[config.mk]
export PLATFORM = sky130hd
export DESIGN_NAME = lbgr_mul
export DESIGN_NICKNAME = d
export VERILOG_FILES = /design/src/sv/lbgr_pkg.sv /design/src/sv/lbgr_mul.sv
export SDC_FILE = /design/constraint.sdc
export NUM_CORES = 2
export LEC_CHECK = 0
export ABC_CLOCK_PERIOD_IN_PS = 12700
export CAP_MARGIN = 20
export CELL_PAD_IN_SITES_DETAIL_PLACEMENT = 2
export CELL_PAD_IN_SITES_GLOBAL_PLACEMENT = 2
export CORE_MARGIN = 1.5
export CORE_UTILIZATION = 40
export DETAILED_ROUTE_END_ITERATION = 16
export DONT_BUFFER_PORTS = 1
export PLACE_DENSITY_LB_ADDON = 0.1
export SLEW_MARGIN = 15
export SYNTH_ARGS = -nofsm -noshare
export SYNTH_HDL_FRONTEND = slang
export SYNTH_SLANG_ARGS = --single-unit
[constraint.sdc]
create_clock -name clk -period 12.7 [get_ports clk]
set_input_delay 2.54 -clock clk [delete_from_list [all_inputs] [get_ports clk]]
set_output_delay 2.54 -clock clk [all_outputs]
set_load 0.02 [all_outputs]
[src/sv/lbgr_pkg.sv]
package lbgr_pkg;

	typedef struct packed {
		logic signed [31:0] first_x;
		logic signed [31:0] first_y;
		logic signed [31:0] first_z;
		logic signed [31:0] second_x;
		logic signed [31:0] second_y;
		logic signed [31:0] second_z;
	} operand_t;

	typedef struct packed {
		logic signed [31:0] long_x;
		logic signed [31:0] long_y;
		logic signed [31:0] long_z;
		logic signed [31:0] short_x;
		logic signed [31:0] short_y;
		logic signed [31:0] short_z;
		logic               collapsed;
		logic               hit_limit;
	} result_t;

	localparam logic [64:0] P_LIMIT = 65'h2_0000_0000;
	localparam logic [63:0] R_LIMIT = 64'h1_0000_0000;

	function automatic logic [31:0] mag32(input logic signed [31:0] x);
		logic [31:0] r;
		r = x[31] ? 32'(-x) : 32'(x);
		return r;
	endfunction

endpackage

[src/sv/lbgr_mul.sv]
module lbgr_mul
	import lbgr_pkg::*;
(
	input  logic        clk,
	input  logic [32:0] a,
	input  logic [31:0] b,
	output logic [64:0] p_s1
);

	always_ff @(posedge clk) begin
		p_s1 <= 65'(a) * 65'(b);
	end

endmodule

# [Word-level counts from Yosys, hierarchy flattened]
# Cells that the tools add are included.
[totals] register_bits=65 input_bits=66 out_inout_bits=65 wordCells=2
[op_classes] mul=1
[op_table] op="33-bit by 32-bit multiplier with 65-bit output" n=1

# [Longest topological paths before layout]
[logic_depth] depth_word=1 depth_mapped=27 mapped_depth_nobuf=25

# [Least setup slack after synthesis]
# No wires, ideal clock.
[synth_timing] kind="input to register" startpoint="in a[28]" endpoint="reg p_s1[61]" setup_ns=0.138 t_arrival_ns=9.048 t_required_ns=12.562 setup_slack_ns=3.514 cell_stages=26 path_buffers=2 path_cell_list="clkbuf_1 nand2_1 fa_1 inv_1 fa_1 fa_1 inv_1 fa_1 inv_1 fa_1 fa_1 fa_1 inv_1 fa_1 inv_1 ha_1 clkbuf_1 and4_1 nand2b_1 a2bb2oi_1 o21ai_0 a211oi_2 o31ai_4 a41o_1 nor4b_1 a311oi_1"
[synth_via] elab_chain_len=1
[synth_rtl] element="from (decl)" line="lbgr_mul.sv:5" source="input logic [32:0] a,"
[synth_rtl] element="33-bit by 32-bit multiplier with 65-bit output" line="lbgr_mul.sv:11" source="p_s1 <= 65'(a) * 65'(b);"
[synth_rtl] element="to (signal assigned)" line="lbgr_mul.sv:11"
[synth_rtl] element="to (decl)" line="lbgr_mul.sv:7" source="output logic [64:0] p_s1"
# Every way passes these cells.

# [Worst setup path after layout]
[layout_timing] startpoint="in b[8]" endpoint="reg p_s1[54]"
[layout_via] elab_chain_len=1
[layout_rtl] element="from (decl)" line="lbgr_mul.sv:6" source="input logic [31:0] b,"
[layout_rtl] element="33-bit by 32-bit multiplier with 65-bit output" line="lbgr_mul.sv:11"
# Every way passes these cells.

==> run_results.csv <==
group,metric,value,unit
status,status,"finished clean",
clock_tree,cts.sink_count,65,
logic_synthesis,synth.distinct_cells,67,
global_routing,grt_first_pass_wirelength,199000,um
clock_tree,cts_made_buffers,9,
floorplan,die_area,90700,um^2
setup_path,crit_path_frequent_cell,"fa_1",
logic_synthesis,ys.flop_type,"dfxtp_1",
drt,met3WireLength,3950,um
sta,finalSetupViolCount,0,
layout,layout.nets,4979,
drt,drtAntennaViolNets,0,
layout,largest_reg_flops,65,
drt,wl_met2,67600,um
logic_synthesis,synth_top_family_by_area,"adder cells",
sta,rsz0062_at_grt,"false",
drt,met1_length,50400,um
layout,largest-register,"p_s1",
global_routing,grt_usage,29.5,%
floorplan,row_count,109,
drt,wl_per_cell,26.4,um
floorplan,core_area,88200,um^2
placement,hpwl,101000,um
setup_path,cp_slowest_cell,"fa_1",
logic_synthesis,ys_seq_elements,65,
logic_synthesis,synthCells,3929,
logic_synthesis,ys_seq_area_share,3.66,%
setup_path,crit_chain,"nand2_1 -> fa_1 -> inv_1 -> fa_1 -> fa_1 -> inv_1 -> fa_1 -> inv_1 -> fa_1 -> fa_1 -> fa_1 -> inv_1 -> fa_1 -> inv_1 -> ha_1 -> nand2_1 -> nor2_1 -> nand2_1 -> or3_1 -> a31oi_1 -> o311a_1 -> nor4bb_1 -> a311oi_1",
clock_tree,post_cts_buffers,0,
global_routing,grt_overflow,0,
setup_path,start_kind,"input port",
drt,routed_via_density,5.28,
logic_synthesis,synth_warnings,0,
setup_path,cp_num_buf_inv,5,
setup_path,slowest_delay,0.59,ns
drt,detail_route.iter0.violations,993,
layout,final_cell_mix,"inv_1 (930), fa_1 (926), nand2_1 (632)",
hold_path,holdCritPathClass,"in2reg",
setup_path,cp.arrival,9.95,ns
drt,drc,0,
sta,fin_crit,9.70,ns
drt,drt-total-wl,129000,um
clock_tree,clockBufferDepth,2,
setup_path,crit_family,"adder cells",
logic_synthesis,async_flop_share,0,%
logic_synthesis,syn_area,35600,um^2
global_routing,grt_max_degree,34,
global_routing,antenna_found_initial,5,
clock_tree,cts.repair.resized,0,
placement,place_congestion,0.847,
sta,tightest_slew,0.955,ns
setup_path,crit_required,12.95,ns
sta,fmax,0.103,GHz
logic_synthesis,synthMuxAreaShare,0.0317,%
drt,via_count,25800,
placement,io_buffers,0,
layout,layout_commonest_cell,"inv_1",
sta,relSlewSlack,36.1,%
floorplan,die_w,301,um
floorplan,initial_core_util,40.3,%
job,maxCapViolCount,0,
layout,syn2layout_area_growth,2.65,%
setup_path,end_kind,"flip-flop",
sta,setup_tns,0,ns
logic_synthesis,synth_edf_count,0,
logic_synthesis,synthAdderAreaFrac,61.4,%
clock_tree,h-tree-depth,3,
clock_tree,cts_tree,"built",
setup_path,cp_max_fo,33,
logic_synthesis,synth_xor_area_share,1.38,%
drt,dr.max_layer_used,"met4",
sta,finalHoldViolCount,0,
clock_tree,cts-root-buf,"clkbuf_16",
layout,drive_above_1_share,0.885,%
sta,slew_violations,0,
logic_synthesis,synth-simple-area-share,17.2,%
global_routing,grt_pass1_vias,32000,
setup_path,path_class,"in2reg",
layout,top_regs,"p_s1 (65)",
logic_synthesis,synth_compound_area_share,4.17,%
clock_tree,clk_pin_slew,0.06,ns
clock_tree,cts_hold_buf,0,
sta,fin_crit_sh,76.4,%
drt,dr.pass1.iters,5,
floorplan,ios,131,
logic_synthesis,avgSynthCellArea,9.05,um^2
logic_synthesis,syn_nets,5185,
floorplan,dieHeight,301,um
==> worst paths after layout <==
path / start / to / slack [ns] / cells after the start
min: b[0] / p_s1[0]$_DFF_P_ / 2.33 / 1
max: b[8] / p_s1[54]$_DFF_P_ / 3.00 / 23
==> cell type report <==
cell class,count,area (um^2)
fillers,9590,51700
multi-input cells,2717,29900
inverters,930,3490
well taps,1165,1460
flip-flops and latches,65,1300
clock buffers,9,225
clock inverters,7,77.6
diodes,1,2.50
==> cells in the mapped netlist (9+ instances only) <==
| library cell | number | area, um^2 |
|---|---|---|
| a21oi_1 | 79 | 395 |
| and2_1 | 488 | 3050 |
| o21bai_1 | 18 | 135 |
| inv_1 | 930 | 3490 |
| a21o_1 | 26 | 195 |
| xnor2_1 | 33 | 289 |
| ha_1 | 264 | 3300 |
| dfxtp_1 | 65 | 1300 |
| nand4_1 | 13 | 81.3 |
| fa_1 | 926 | 18500 |
| nand2_1 | 632 | 2370 |
| clkbuf_1 | 213 | 800 |
| nand3_1 | 20 | 100 |
| nor3_1 | 12 | 60.1 |
| nor2_1 | 37 | 139 |
| o21ai_0 | 33 | 165 |
| xor2_1 | 23 | 201 |
| and3_1 | 9 | 56.3 |
==> cells by family (layout without fill, tap and decap cells) <==
| group | Yosys count | in the layout |
|---|---|---|
| other cells | 0 | 1 |
| mux | 1 | 1 |
| compound gates | 224 | 224 |
| simple gates | 1246 | 1246 |
| xor+xnor | 56 | 56 |
| flops | 65 | 65 |
| fa+ha+maj | 1190 | 1190 |
| buf+inv | 1147 | 946 |
==> stage by stage <==
stage | utilization, % | cells | hold WS, ns | setup slack, ns | instance area [um^2]
after global routing | 41.4 | 4893 | 2.32 | 2.76 | 36500
after CTS | 41.4 | 4893 | 2.32 | 3.12 | 36500
after floorplan | - | 3929 | 2.67 | 3.51 | 35600
after global placement | 41.0 | 4877 | 2.68 | 2.90 | 36200
final | 41.4 | 4894 | 2.33 | 3.00 | 36500
after detailed placement | 41.0 | 4877 | 2.69 | 2.76 | 36200
==> routing by layer <==
layer,global-route usage [%],up-vias
li1,-,10900
met1,35.2,14100
met2,53.9,575
met3,2.55,221
met4,13.5,0
met5,0,-
Power is left out: the tool's default activity adds up to more than one toggle a clock period on the data nets, which glitch-free logic cannot reach.
