$ cat config.mk
export PLATFORM = sky130hd
export DESIGN_NAME = lbgr_div
export DESIGN_NICKNAME = d
export VERILOG_FILES = /design/src/sv/lbgr_pkg.sv /design/src/sv/lbgr_div.sv
export SDC_FILE = /design/constraint.sdc
export NUM_CORES = 1
export LEC_CHECK = 0
export BUFFER_PORTS_ARGS = -buffer_cell sky130_fd_sc_hd__buf_2
export CORE_MARGIN = 2
export CORE_UTILIZATION = 25
export CTS_CLUSTER_SIZE = 8
export DETAILED_ROUTE_END_ITERATION = 7
export HOLD_SLACK_MARGIN = 0.1
export PLACE_DENSITY = 0.53
export SLEW_MARGIN = 30
export SYNTH_ARGS = -nofsm -noshare
export SYNTH_HDL_FRONTEND = slang
export SYNTH_SLANG_ARGS = --single-unit
$ cat constraint.sdc
create_clock -name clk -period 6.49 [get_ports clk]
set_input_delay 0.3245 -clock clk [delete_from_list [all_inputs] [get_ports clk]]
set_output_delay 0.3245 -clock clk [all_outputs]
set_load 0.1 [all_outputs]
$ cat src/sv/lbgr_pkg.sv
package lbgr_pkg;

	typedef struct packed {
		logic signed [31:0] first_x;
		logic signed [31:0] first_y;
		logic signed [31:0] first_z;
		logic signed [31:0] second_x;
		logic signed [31:0] second_y;
		logic signed [31:0] second_z;
	} operand_t;

	typedef struct packed {
		logic signed [31:0] long_x;
		logic signed [31:0] long_y;
		logic signed [31:0] long_z;
		logic signed [31:0] short_x;
		logic signed [31:0] short_y;
		logic signed [31:0] short_z;
		logic               collapsed;
		logic               hit_limit;
	} result_t;

	localparam logic [64:0] P_LIMIT = 65'h2_0000_0000;
	localparam logic [63:0] R_LIMIT = 64'h1_0000_0000;

	function automatic logic [31:0] mag32(input logic signed [31:0] x);
		logic [31:0] r;
		r = x[31] ? 32'(-x) : 32'(x);
		return r;
	endfunction

endpackage

$ cat src/sv/lbgr_div.sv
module lbgr_div
	import lbgr_pkg::*;
(
	input  logic        clk,
	input  logic        arst_n,
	input  logic        start,
	input  logic [63:0] num,
	input  logic [63:0] den,
	output logic        done,
	output logic [63:0] quo
);

	logic        active_q;
	logic        done_q;
	logic [6:0]  cnt_q;
	logic [63:0] rem_q;
	logic [63:0] quo_q;
	logic [63:0] den_q;
	logic [64:0] sh;
	logic        ge;
	logic        rnd_up;

	assign sh     = {rem_q, quo_q[63]};
	assign ge     = sh >= {1'b0, den_q};
	assign rnd_up = rem_q >= (den_q - rem_q);

	always_ff @(posedge clk or negedge arst_n) begin
		if (!arst_n) begin
			active_q <= 1'b0;
			done_q   <= 1'b0;
			cnt_q    <= '0;
		end else begin
			done_q <= 1'b0;
			if (start) begin
				active_q <= 1'b1;
				cnt_q    <= '0;
				rem_q    <= '0;
				quo_q    <= num;
				den_q    <= den;
			end else if (active_q) begin
				if (cnt_q == 7'd64) begin
					quo_q    <= quo_q + 64'(rnd_up);
					done_q   <= 1'b1;
					active_q <= 1'b0;
				end else begin
					rem_q <= ge ? 64'(sh - {1'b0, den_q}) : sh[63:0];
					quo_q <= {quo_q[62:0], ge};
					cnt_q <= cnt_q + 7'd1;
				end
			end
		end
	end

	assign done = done_q;
	assign quo  = quo_q;

endmodule

Word level (Yosys, flattened, before mapping):

Index checks and enable logic that the tools add are counted.
Widths: inputs -> output; s select.

* reduce and logical (&&, ||, !) cells: 4
* $add $sub $neg: 4
* $lt $le $gt $ge: 2
* mux-type cells: 15
* equality and inequality tests: 2

Operators by type and width (number)
* $mux 64: 6
* $sub 64x64->64: 2
* $ge 65x64->1: 1
* $add 64x1->64: 1
* $ge 64x64->1: 1
* $mux 7: 3
* $add 7x1->7 const B: 1
* $eq 7x7->1 const B: 1
* $mux 1: 6
* $reduce_and 2->1: 3
* $ne 2x2->1 const B: 1
* $reduce_bool 2->1: 1

* bits of input ports: 131
* register bits after elaboration: 201
* output and inout port bits: 65
* word-level logic and storage cells: 33

Logic depth before layout (Yosys ltp):

Gate-level depths: netlist of the first run.

* word-level depth: 6
* depth in mapped cells: 39

Worst setup path before layout of the first run:

No wires, ideal clock.

* kind: register to register
* from: register den_q[0]
* to: register quo_q[62], in the netlist quo[62], data pin
* setup slack: -452 ps
* path buffers: 0
* arrival: 6689 ps
* period minus slack after synthesis: 6942 ps
* cell stages (with the launch flop): 34
* cells stage by stage: edfxtp_1 > inv_1 > ha_1 > inv_1 > fa_1 > a21o_1 > a221oi_1 > o31ai_1 > nand3_1 > nand4_1 > a2111oi_0 > nor2_1 > a31oi_1 > o221a_2 > mux2i_1 > nand4_1 > ha_1 > nand4_1 > or2_2 > nor3_1 > nand4_1 > o21ai_0 > ha_1 > ha_1 > nand4_1 > or4_1 > nor2_2 > nand2b_1 > nor2_2 > nand2_1 > nor2_1 > mux2i_1 > a211oi_1 > a21o_1

* word-level cells in the longest chain between the ends: 6

RTL lines
* from (decl): RTL line lbgr_div.sv:18 `logic [63:0] den_q;`
* from (signal assigned): RTL line lbgr_div.sv:39 `den_q <= den;`
* $sub 64x64->64: RTL line lbgr_div.sv:25 `assign rnd_up = rem_q >= (den_q - rem_q);`
* $ge 64x64->1: RTL line lbgr_div.sv:25
* $add 64x1->64: RTL line lbgr_div.sv:42 `quo_q <= quo_q + 64'(rnd_up);`
* $mux 64: RTL line lbgr_div.sv:41 `if (cnt_q == 7'd64) begin`
* $mux 64: RTL line lbgr_div.sv:40 `end else if (active_q) begin`
* $mux 64: RTL line lbgr_div.sv:34 `if (start) begin`
* to (signal assigned): RTL line lbgr_div.sv:38 `quo_q <= num;`
* to (signal assigned): RTL line lbgr_div.sv:42
* to (signal assigned): RTL line lbgr_div.sv:47 `quo_q <= {quo_q[62:0], ge};`
* to (decl): RTL line lbgr_div.sv:17 `logic [63:0] quo_q;`

Every way passes these cells. The select of a mux whose other input is x is not followed.
A chain may end at the register's enable or synchronous reset.

Worst setup path in the final report of the first run:

* from: register den_q[0]
* to: register quo_q[57], in the netlist quo[57], data pin

Same word-level chain as after synthesis.

==> impl_results.md, run 1 <==
* Quantity of I/O buffers inserted on ports at 195
* FF+latch count, synth at 201
* All-layer global routing usage at 16.8%
* Antenna diode instance count at 0
* Main combinational cell family by area after synthesis: compound AO/OA/AOI/OAI gates
* Synth warn at 0
* Endpoints failing hold at 0
* Maximum number of pins on one net before global-route repair at 92
* Maximum clock path buffer count at 3
* Floorplan die height at 282 µm
* Placed wire-length estimate after detailed placement at 50,500 µm
* Post-Syn Instances at 2,349
* Root Buffer Master: clkbuf_16
* Maximum single-stage delay on the critical path at 0.55 ns
* Endpoint kind of the worst setup timing path: flip-flop
* Routed length per instance at 17.1 µm
* Clk_lat worst skew at 0.61 ns
* Final setup fails at 53
* Final count of pins violating max slew at 0
* Kind of start point of the critical path: flip-flop
* Dpl ws at -1.18 ns
* Fin util at 34.4%
* Fraction of synthesized cell area taken by the top area cell type at 29.9%
* Total routed wirelength at 67,600 µm
* Wire length of the first global-routing pass at 107,000 µm
* Dominant cell type by count on the critical path: nand4_1
* Area growth, synth to finish at 35.6%
* Inserted Clock Buffers at 31
* Final worst path period need at 7.16 ns
* Max FO, Critical Path at 5
* Number of DRC markers after the initial detailed-route iteration at 1,127
* Number of filler instances in the final layout at 8,002
* Antenna violations before repair at 2
* Area enclosed by the die boundary at 0.0795 mm²
* Status: complete, but fails checks
* Rel. slew slack at 35.7%
* Share of synthesized cell area in and, or, nand and nor gates at 16.6%
* DR pass1 iterations at 5
* Residual antenna-violating net count after detailed routing at 0
* Share of the yosys chip area belonging to registers at 31.0%
* Total power consumption of the routed design at 7710 µW
* FFs w/ async S/R, synth at 4.48%
* Dominant synthesized flop cell: edfxtp_1
* Worst slew pin tran at 0.964 ns
* Leading cell type by number of instances after synthesis: a21oi_1
* Unrepaired setup endpoints after global routing: true
* Xor and xnor area share after synthesis at 6.08%
* Number of global-route vias before repair at 19,320
* Top-level I/O count at 196
* Clock Skews at 0.0209 ns
* Post-synthesis instance area at 0.0193 mm²
* PwrDens at 295 mW/mm²
* Number of design rule violations left after detail routing at 0
* Category of the most critical setup path: flip-flop to flip-flop
* Via count normalized by instance count at 4.90
* H-tree levels at 1
* Total number of nets in the final design at 3,225
* Synth Area in Compound Gates at 26.6%
* Achievable clock frequency at 0.140 GHz
* Number of synthesized flops with an enable pin at 192
* Sequential cell area in the final layout at 0.00599 mm²
* Area inside the core boundary at 0.0762 mm²
* Area of combinational cells with multiple inputs at 0.0127 mm²
* Mux cell area share after synthesis at 1.00%
* Share of final-layout standard cells stronger than drive strength 1 at 21.9%
* Most area-consuming cells after synthesis: edfxtp_1 30%, ha_1 13%, a21oi_1 6.7%
* Area leader, netlist: edfxtp_1
* GRT Residual Overflow at 0
* RD Place Congestion at 0.896
* Classification of the worst-slack hold path: input pin to flip-flop
* Synth Net Count at 2,678
* Violations in the final reports: setup timing
* Max Cap Violations at 0
* Distinct cells, synth at 74
* Worst ir drop on vdd at 0.000191 V
* Period Utilization, post-route at 110%
* Worst EP required at 6.85 ns
* Number of vias after detailed routing at 19,356
* Effective utilization at floorplan at 25.3%
* Average size of a mapped cell at 8.22 µm²
* Number of rows in the core area at 101
* Die X-Extent at 282 µm
* Worst setup margin at -0.675 ns
* Sink Count at 201
* Adder-cell share of the synthesized area at 12.9%
* Cell leakage power at 0.0115 µW
* Clk pin slew, worst setup/hold paths at 0.06 ns
* Top cells by count, synth: 258 x a21oi_1, 230 x nand2_1, 196 x ha_1
* Signal arrival time at the worst endpoint at 7.53 ns
* Critical-path cell with the highest stage delay: or4_4
* CTS tree: built
-- per-layer routing --
layer	share of wire [%]	GRT usage, %	vias up
met5	0.036	0	-
met4	1.9	3.21	4
met3	5.6	2.70	79
met2	46	28.1	449
met1	46	22.8	9076
li1	-	-	9748
-- final cells by class --
| class | instances | share of cell area [%] |
|---|---|---|
| timing repair buffer | 628 | 17.6 |
| multi-input combinational | 1850 | 48.4 |
| inverter | 184 | 2.64 |
| clock buffer | 49 | 3.30 |
| clock inverter | 6 | 0.258 |
| tap | 1030 | 4.92 |
| sequential | 201 | 22.9 |
-- worst paths after layout --
| check | start | to | slack (ns) | cells after the start |
|---|---|---|---|---|
| setup / recovery | den_q[0] | quo[57] | -0.67 | 33 |
| hold / removal | arst_n | rem_q[8] | 0.20 | 1 |
| setup reg to reg | den_q[0] | quo[57] | -0.67 | 33 |
| hold reg to reg | cnt_q[0] | cnt_q[0] | 0.56 | 1 |
| max in group asynchronous | arst_n | cnt_q[4] | 5.65 | 2 |
| min in group asynchronous | arst_n | done | 0.34 | 2 |
-- sequential cells by signal, indices dropped and copies added (netlist names) --
| signal | cells |
|---|---|
| quo | 64 |
| den_q | 64 |
| rem_q | 64 |
| cnt_q | 7 |
| active_q | 1 |
| done | 1 |
-- per-stage QoR --
| stage | instances | setup TNS [ns] | hold slack [ns] | area (µm²) |
|---|---|---|---|---|
| 4_1_cts | 3935 | -21.73 | 0.172 | 25900 |
| 3_5_place_dp | 3741 | -45.76 | 0.503 | 23400 |
| 2_1_floorplan | 2349 | -0.356 | 0.0289 | 19400 |
| 6_report | 3948 | -17.76 | 0.195 | 26200 |
| 3_3_place_gp | 3741 | -46.62 | 0.502 | 23400 |
| 5_1_grt | 3948 | -38.89 | 0.181 | 26200 |
-- worst max-delay path: cells and delay by family, from the launching register on --
family	cells	cell delay (ns)
adder cells (fa/ha/maj)	4	0.92
flip-flops	1	0.39
multiplexers	2	0.47
buffers and inverters	5	0.61
AO/OA/AOI/OAI	9	1.89
AND/OR/NAND/NOR	13	2.62
-- placed cells by master, fill, tap and decap left out, types with 26 or more instances in the layout --
cell type / instances
buf_4: 297
a21oi_1: 248
nand2_1: 225
ha_1: 193
buf_2: 193
edfxtp_1: 192
inv_1: 183
o21ai_0: 159
nor2_1: 156
dlygate4sd3_1: 128
a21o_1: 101
xnor2_1: 77
nand4_1: 57
nand3_1: 55
xor2_1: 54
o21a_1: 38
a211oi_1: 35
clkbuf_16: 31
o21bai_1: 29
a31oi_1: 28
and3_1: 26
-- report_power, final --
part           switching (µW)  internal (µW)
Sequential                144           1630
Combinational            2440           1900
Clock                     660            941
-- timing repair --
item | 4_1_cts | 5_1_grt
pin swaps | 22 | 37
hold endpoints to repair | 128 | 0
endpoints found under the setup margin | 63 | 63
resized for setup | 44 | 55
setup buffers | 11 | 12
hold buffers | 128 | 0
-- cell families after synthesis --
family,Yosys count
fa+ha+maj,198
xor+xnor,134
flops,201
mux,19
compound gates,825
buf+inv,298
simple gates,674
Power figures use the tool's default switching activity.
==> run 2: changes to the inputs <==
--- a/config.mk
+++ b/config.mk
@@ -6,6 +6,7 @@
 export NUM_CORES = 1
 export LEC_CHECK = 0
 export BUFFER_PORTS_ARGS = -buffer_cell sky130_fd_sc_hd__buf_2
+export CORE_ASPECT_RATIO = 0.6
 export CORE_MARGIN = 2
 export CORE_UTILIZATION = 25
 export CTS_CLUSTER_SIZE = 8
==> impl_results.md, run 2 (synthesis gave the netlist of run 1 again) <==
* Rel. slew slack at 35.5% (-0.20 points)
* Cell leakage power at 0.0115 µW (+0.15%)
* Antenna violations before repair at 4 (+2)
* Inserted Clock Buffers at 29 (-6.5%)
* Violations in the final reports: setup timing
* Placed wire-length estimate after detailed placement at 56,200 µm (+11%)
* Max Cap Violations at 0 (unchanged)
* Area enclosed by the die boundary at 0.0796 mm² (about the same)
* Via count normalized by instance count at 5.09 (+3.9%)
* Hold path startpoint: start
* Path depth of the worst reg2reg path at 33 (unchanged)
* Dominant cell type by count on the critical path: nand4_1
* Final worst path period need at 7.16 ns (-0.00669 ns)
* Maximum single-stage delay on the critical path at 0.58 ns (+0.03 ns)
* Max FO, Critical Path at 5 (unchanged)
* Floorplan die height at 219 µm (-22%)
* Residual antenna-violating net count after detailed routing at 0 (unchanged)
* Max Used Layer: met5
* Signal arrival time at the worst endpoint at 7.51 ns (-0.02 ns)
* Critical-path cell with the highest stage delay: or4_4
* Worst Hold Path Cells at 2 (+1)
* Quantity of I/O buffers inserted on ports at 195 (unchanged)
* Final setup fails at 55 (+3.8%)
* Endpoint kind of the worst setup timing path: flip-flop
* Area of combinational cells with multiple inputs at 0.0128 mm² (+0.83%)
* Effective utilization at floorplan at 25.4% (+0.059 points)
* Top-level I/O count at 196 (unchanged)
* Commonest non-fill, non-tap cells in the layout: 303 x buf_4, 244 x a21oi_1, 224 x nand2_1, 193 x ha_1, 193 x buf_2
* Number of global-route vias before repair at 18,247 (-5.6%)
* Worst ir drop on vdd at 0.000218 V (+14%)
* Final count of pins violating max slew at 0 (unchanged)
* Number of rows in the core area at 78 (-23%)
* Wire length of the first global-routing pass at 111,000 µm (+4.0%)
* Worst flop-to-flop path endpoint: quo[57]
* All-layer global routing usage at 17.8% (+1.0 points)
* Area growth, synth to finish at 35.8%
* Routed wl met3 at 6330 µm (+69%)
* Sequential cell area in the final layout at 0.00599 mm² (unchanged)
* CTS tree: built
* Hold_ws at 0.231 ns (+0.0354 ns)
* Number of design rule violations left after detail routing at 0 (unchanged)
* Status: complete, but fails checks
* Worst reg2reg path startpoint: den_q[0]
* Routed length on met2 at 26,000 µm (-16%)
* Achievable clock frequency at 0.140 GHz (about the same)
* GRT Residual Overflow at 0 (unchanged)
* DR pass1 iterations at 5 (unchanged)
* Number of filler instances in the final layout at 7,909 (-1.2%)
* Clock Skews at 0.0178 ns (-0.00310 ns)
* Sink Count at 201 (unchanged)
* Maximum number of pins on one net before global-route repair at 86 (-6.5%)
* Die X-Extent at 363 µm (+29%)
* Endpoints failing hold at 0 (unchanged)
* Maximum clock path buffer count at 3 (unchanged)
* H-tree levels at 1 (unchanged)
* PwrDens at 297 mW/mm² (+0.70%)
* Setup slack, reg-to-reg at -0.67 ns (about the same)
* Root Buffer Master: clkbuf_16
* Worst setup margin at -0.668 ns (+0.00669 ns)
* Total power consumption of the routed design at 7780 µW (+0.84%)
* Worst slew pin tran at 0.964 ns (-0.000462 ns)
* RD Place Congestion at 0.924 (+3.0%)
* Dpl ws at -0.993 ns (+0.188 ns)
* Clk_lat worst skew at 0.61 ns (about the same)
* Category of the most critical setup path: flip-flop to flip-flop
* Number of DRC markers after the initial detailed-route iteration at 1,917 (+70%)
* Unrepaired setup endpoints after global routing: true
* Number of vias after detailed routing at 19,964 (+3.1%)
* Kind of start point of the critical path: flip-flop
* Classification of the worst-slack hold path: input pin to flip-flop
* Routed length per instance at 18.7 µm (+9.2%)
* Most frequent standard cell in the layout excluding fill and tap cells: buf_4
* Total routed wirelength at 73,300 µm (+8.4%)
* Worst EP required at 6.84 ns (about the same)
* Clk pin slew, worst setup/hold paths at 0.06 ns (about the same)
* Period Utilization, post-route at 110% (about the same)
* Share of final-layout standard cells stronger than drive strength 1 at 22.5% (+0.69 points)
* Area inside the core boundary at 0.0760 mm² (-0.23%)
* Total number of nets in the final design at 3,233 (+0.25%)
* Met1 Wirelength at 39,900 µm (+27%)
* Worst Hold End: cnt_q[4]
==> run 2: changes by cell type in the layout (fill, tap and decap cells not counted), moves of 4 or more <==
cell | before | now
buf_4 | 297 | 303
o21ai_0 | 159 | 145
a21oi_2 | 10 | 14
and3_1 | 26 | 21
and3_4 | 0 | 5
a21oi_1 | 248 | 244
o21ai_1 | 22 | 34
==> run 2: cell type report <==
| cell class | count | share of cell area (%) |
|---|---|---|
| multi-input cells | 1850 | 48.7 |
| diodes | 2 | 0.0191 |
| flip-flops and latches | 201 | 22.8 |
| well taps | 1000 | 4.77 |
| repair buffers | 638 | 17.9 |
| clock inverters | 3 | 0.110 |
| inverters | 184 | 2.63 |
| clock buffers | 42 | 2.95 |
==> run 2: per-layer routing <==
layer  vias up  GRT usage [%]
li1       9768              -
met1      9423           30.1
met2       703           22.2
met3        68           3.75
met4         2           2.49
met5         -              0
==> run 2: worst max-delay path, delay by kind of cell (launching register included) <==
family	cells	cell delay, ns
simple gates	13	2.66
buf+inv	5	0.57
compound gates	9	1.88
flops	1	0.38
fa+ha+maj	4	0.95
mux	2	0.45
==> run 2: where the power goes <==
group | total (µW) | internal, µW | switching, µW | leakage, µW
Clock | 1460 | 815 | 641 | 0.000388
Sequential | 1780 | 1630 | 149 | 0.00200
Combinational | 4550 | 1930 | 2620 | 0.00910
==> run 2: timing repair <==
item / CTS / global route
endpoints found under the hold margin: 137 / 0
resized for setup: 46 / 90
hold buffers: 129 / 0
pin swaps: 20 / 52
setup endpoints to repair: 62 / 63
setup buffers: 18 / 21
==> run 2: how the worst max path moves through the flow <==
stage / slack (ns) / to / start
2_1_floorplan: -0.16 / quo[57] / den_q[0]
3_3_place_gp: -0.79 / quo[49] / den_q[0]
3_5_place_dp: -0.99 / quo[49] / den_q[0]
4_1_cts: -0.45 / quo[57] / den_q[0]
5_1_grt: -0.98 / quo[57] / den_q[0]
6_report: -0.67 / quo[57] / den_q[0]
==> run 2: stage by stage <==
step           instances  TNS, ns  instance area (µm²)  utilization, %
2_1_floorplan       2349   -0.356                19400               -
3_3_place_gp        3710   -24.96                23300            30.6
3_5_place_dp        3712   -32.70                23300            30.7
4_1_cts             3904   -12.92                25800            33.9
5_1_grt             3920   -40.42                26200            34.5
6_report            3920   -17.86                26200            34.5
==> run 3: changes to the inputs <==
--- a/config.mk
+++ b/config.mk
@@ -11,8 +11,8 @@
 export CORE_UTILIZATION = 25
 export CTS_CLUSTER_SIZE = 8
 export DETAILED_ROUTE_END_ITERATION = 7
+export GPL_TIMING_DRIVEN = 0
 export HOLD_SLACK_MARGIN = 0.1
-export PLACE_DENSITY = 0.53
 export SLEW_MARGIN = 30
 export SYNTH_ARGS = -nofsm -noshare
 export SYNTH_HDL_FRONTEND = slang
==> constraint.sdc (replaced) <==
create_clock -name clk -period 7.3 [get_ports clk]
set_input_delay 0.365 -clock clk [delete_from_list [all_inputs] [get_ports clk]]
set_output_delay 0.365 -clock clk [all_outputs]
set_load 0.1 [all_outputs]
==> impl_results.md, run 3 (synthesis gave the netlist of run 1 again) <==
* Status: complete, but fails checks
* Violations in the final reports: setup timing
* Area enclosed by the die boundary at 0.0796 mm² (unchanged)
* Max Cap Violations at 0 (unchanged)
* Antenna diode instance count at 0 (-2)
* WP buf/inv at 3 (-2)
* Worst slew pin tran at 1.09 ns (+0.122 ns)
* Area growth, synth to finish at 28.2%
* Clk_lat worst skew at 0.61 ns (about the same)
* Quantity of I/O buffers inserted on ports at 194 (-0.51%)
* CTS tree: built
* Commonest non-fill, non-tap cells in the layout: 241 x a21oi_1, 228 x nand2_1, 197 x buf_2, 193 x ha_1, 192 x edfxtp_1
* Switching share of total power at 46.0% (+2.1 points)
* Final std cells w/o fill at 3,768 (-3.9%)
* All-layer global routing usage at 18.7% (+0.86 points)
* Residual antenna-violating net count after detailed routing at 0 (unchanged)
* Signal arrival time at the worst endpoint at 7.95 ns (+0.44 ns)
* Maximum single-stage delay on the critical path at 0.50 ns (-0.08 ns)
* RD Place Congestion at 0.947 (+2.5%)
* Dpl ws at -2.87 ns (-1.88 ns)
* Post-route cell area at 0.0247 mm² (-5.6%)
* Area inside the core boundary at 0.0760 mm² (unchanged)
* Standard cell area after detailed placement at 0.0216 mm² (-7.3%)
* Cell leakage power at 0.0104 µW (-9.7%)
* Wire length of the first global-routing pass at 114,000 µm (+2.4%)
* Design internal power at 3550 µW (-19%)
* Post-Place Cells at 3,547 (-4.4%)
* Most frequent standard cell in the layout excluding fill and tap cells: a21oi_1
* Setup TNS after final layout at -3.26 ns (+14.60 ns)
* Maximum number of pins on one net before global-route repair at 43 (-50%)
* Floorplan die height at 219 µm (unchanged)
* Final worst path period need at 7.59 ns (+0.431 ns)
* Sink Count at 201 (unchanged)
* Number of DRC markers after the initial detailed-route iteration at 2,591 (+35%)
* Number of rows in the core area at 78 (unchanged)
* Worst setup margin at -0.289 ns (+0.379 ns)
* Cell family contributing the most delay on the critical path: compound AO/OA/AOI/OAI gates
* Top-level I/O count at 196 (unchanged)
* Fraction of power consumed by sequential logic at 24.6% (+1.7 points)
* Worst EP required at 7.66 ns (+0.82 ns)
* Die X-Extent at 363 µm (unchanged)
* Total number of nets in the final design at 3,082 (-4.7%)
* Effective utilization at floorplan at 25.4% (unchanged)
* Maximum clock path buffer count at 3 (unchanged)
* Achievable clock frequency at 0.132 GHz (-5.7%)
* Endpoint kind of the worst setup timing path: flip-flop
* Clock power share at 20.2% (+1.5 points)
* Routed length per instance at 20.5 µm (+9.8%)
* Net switching power of the design at 3020 µW (-11%)
* GRT Residual Overflow at 0 (unchanged)
* H-tree levels at 1 (unchanged)
* Combinational group share of total power at 55.2% (-3.2 points)
* PwrDens at 265 mW/mm² (-11%)
* Clock Skews at 0.0211 ns (+0.00334 ns)
* Category of the most critical setup path: flip-flop to flip-flop
* Antenna violations before repair at 0 (-4)
* Unrepaired setup endpoints after global routing: true
* Final setup fails at 27 (-51%)
* Total routed wirelength at 77,300 µm (+5.5%)
* Classification of the worst-slack hold path: input pin to flip-flop
* Number of global-route vias before repair at 18,265 (+0.099%)
* Kind of start point of the critical path: flip-flop
* Final count of pins violating max slew at 0 (unchanged)
* Worst ir drop on vdd at 0.000210 V (-3.5%)
* Share of final-layout standard cells stronger than drive strength 1 at 14.6% (-8.0 points)
* Root Buffer Master: clkbuf_16
* Inserted Clock Buffers at 29 (unchanged)
* Via count normalized by instance count at 5.34 (+4.8%)
* Rel. slew slack at 27.4% (-8.1 points)
* Period Utilization, post-route at 104% (-6.3 points)
* DR pass1 iterations at 5 (unchanged)
* Clk pin slew, worst setup/hold paths at 0.06 ns (about the same)
* Number of vias after detailed routing at 20,106 (+0.71%)
* Critical-path cell with the highest stage delay: edfxtp_1
* Total power consumption of the routed design at 6570 µW (-16%)
* Number of design rule violations left after detail routing at 0 (unchanged)
* Placed wire-length estimate after detailed placement at 58,800 µm (+4.7%)
* Dominant cell type by count on the critical path: nand4_1
* Max FO, Critical Path at 5 (unchanged)
* Endpoints failing hold at 0 (unchanged)
[run 3: worst paths after layout]
kind / from / cells past startpoint / to / slack (ns)
worst min-delay path: num[36] / 3 / quo[36] / 0.14
max in group asynchronous: arst_n / 3 / cnt_q[1] / 6.45
worst min register to register: cnt_q[0] / 1 / cnt_q[0] / 0.58
worst max register to register: den_q[0] / 30 / quo[57] / -0.29
worst max-delay path: den_q[0] / 30 / quo[57] / -0.29
min in group asynchronous: arst_n / 3 / cnt_q[4] / 0.63
[run 3: worst register-to-register path: cells and delay by family, from the launching register on]
| family | cells | cell delay (ns) |
|---|---|---|
| AND/OR/NAND/NOR | 11 | 2.61 |
| XOR/XNOR | 1 | 0.13 |
| buffers and inverters | 3 | 0.35 |
| AO/OA/AOI/OAI | 11 | 2.81 |
| adder cells (fa/ha/maj) | 3 | 0.67 |
| flip-flops | 1 | 0.50 |
| multiplexers | 1 | 0.27 |
[run 3: timing repair]
item / in CTS / in global routing
endpoints found under the setup margin: 64 / 55
hold buffers: 125 / 0
pin swaps: 43 / 43
resized for setup: 91 / 57
hold endpoints to repair: 133 / 0
buffers inserted: 31 / 20
[run 3: area by class of cell]
class	count	area (µm²)
clock inverters	3	27.5
multi-input cells	1850	12900
plain buffers	113	430
fillers	7997	51300
flip-flops and latches	201	5990
clock buffers	43	778
inverters	184	691
repair buffers	374	2700
well taps	1000	1250
[run 3: metal layers]
metal	track usage (%)	vias up	part of all wire, %
met3	5.80	84	12
met2	24.2	1035	37
met5	0.674	-	0.098
li1	-	9453	-
met1	29.5	9532	49
met4	2.70	2	1.4
[run 3: through the flow]
stage               hold slack [ns]  utilization, %
global route                  0.129            32.6
floorplan                    0.0694               -
detailed placement            0.543            28.4
global placement              0.543            28.3
finish                        0.136            32.6
CTS                           0.115            32.1
[run 3: power by group through the flow]
stage | Clock [µW] | Sequential (µW) | Combinational [µW]
finish | 1330 | 1620 | 3620
global route | 1400 | 1630 | 3970
CTS | 1350 | 1610 | 3480
detailed placement | 0 | 1630 | 3250
global placement | 0 | 1630 | 3230
floorplan | 0 | 1760 | 2220
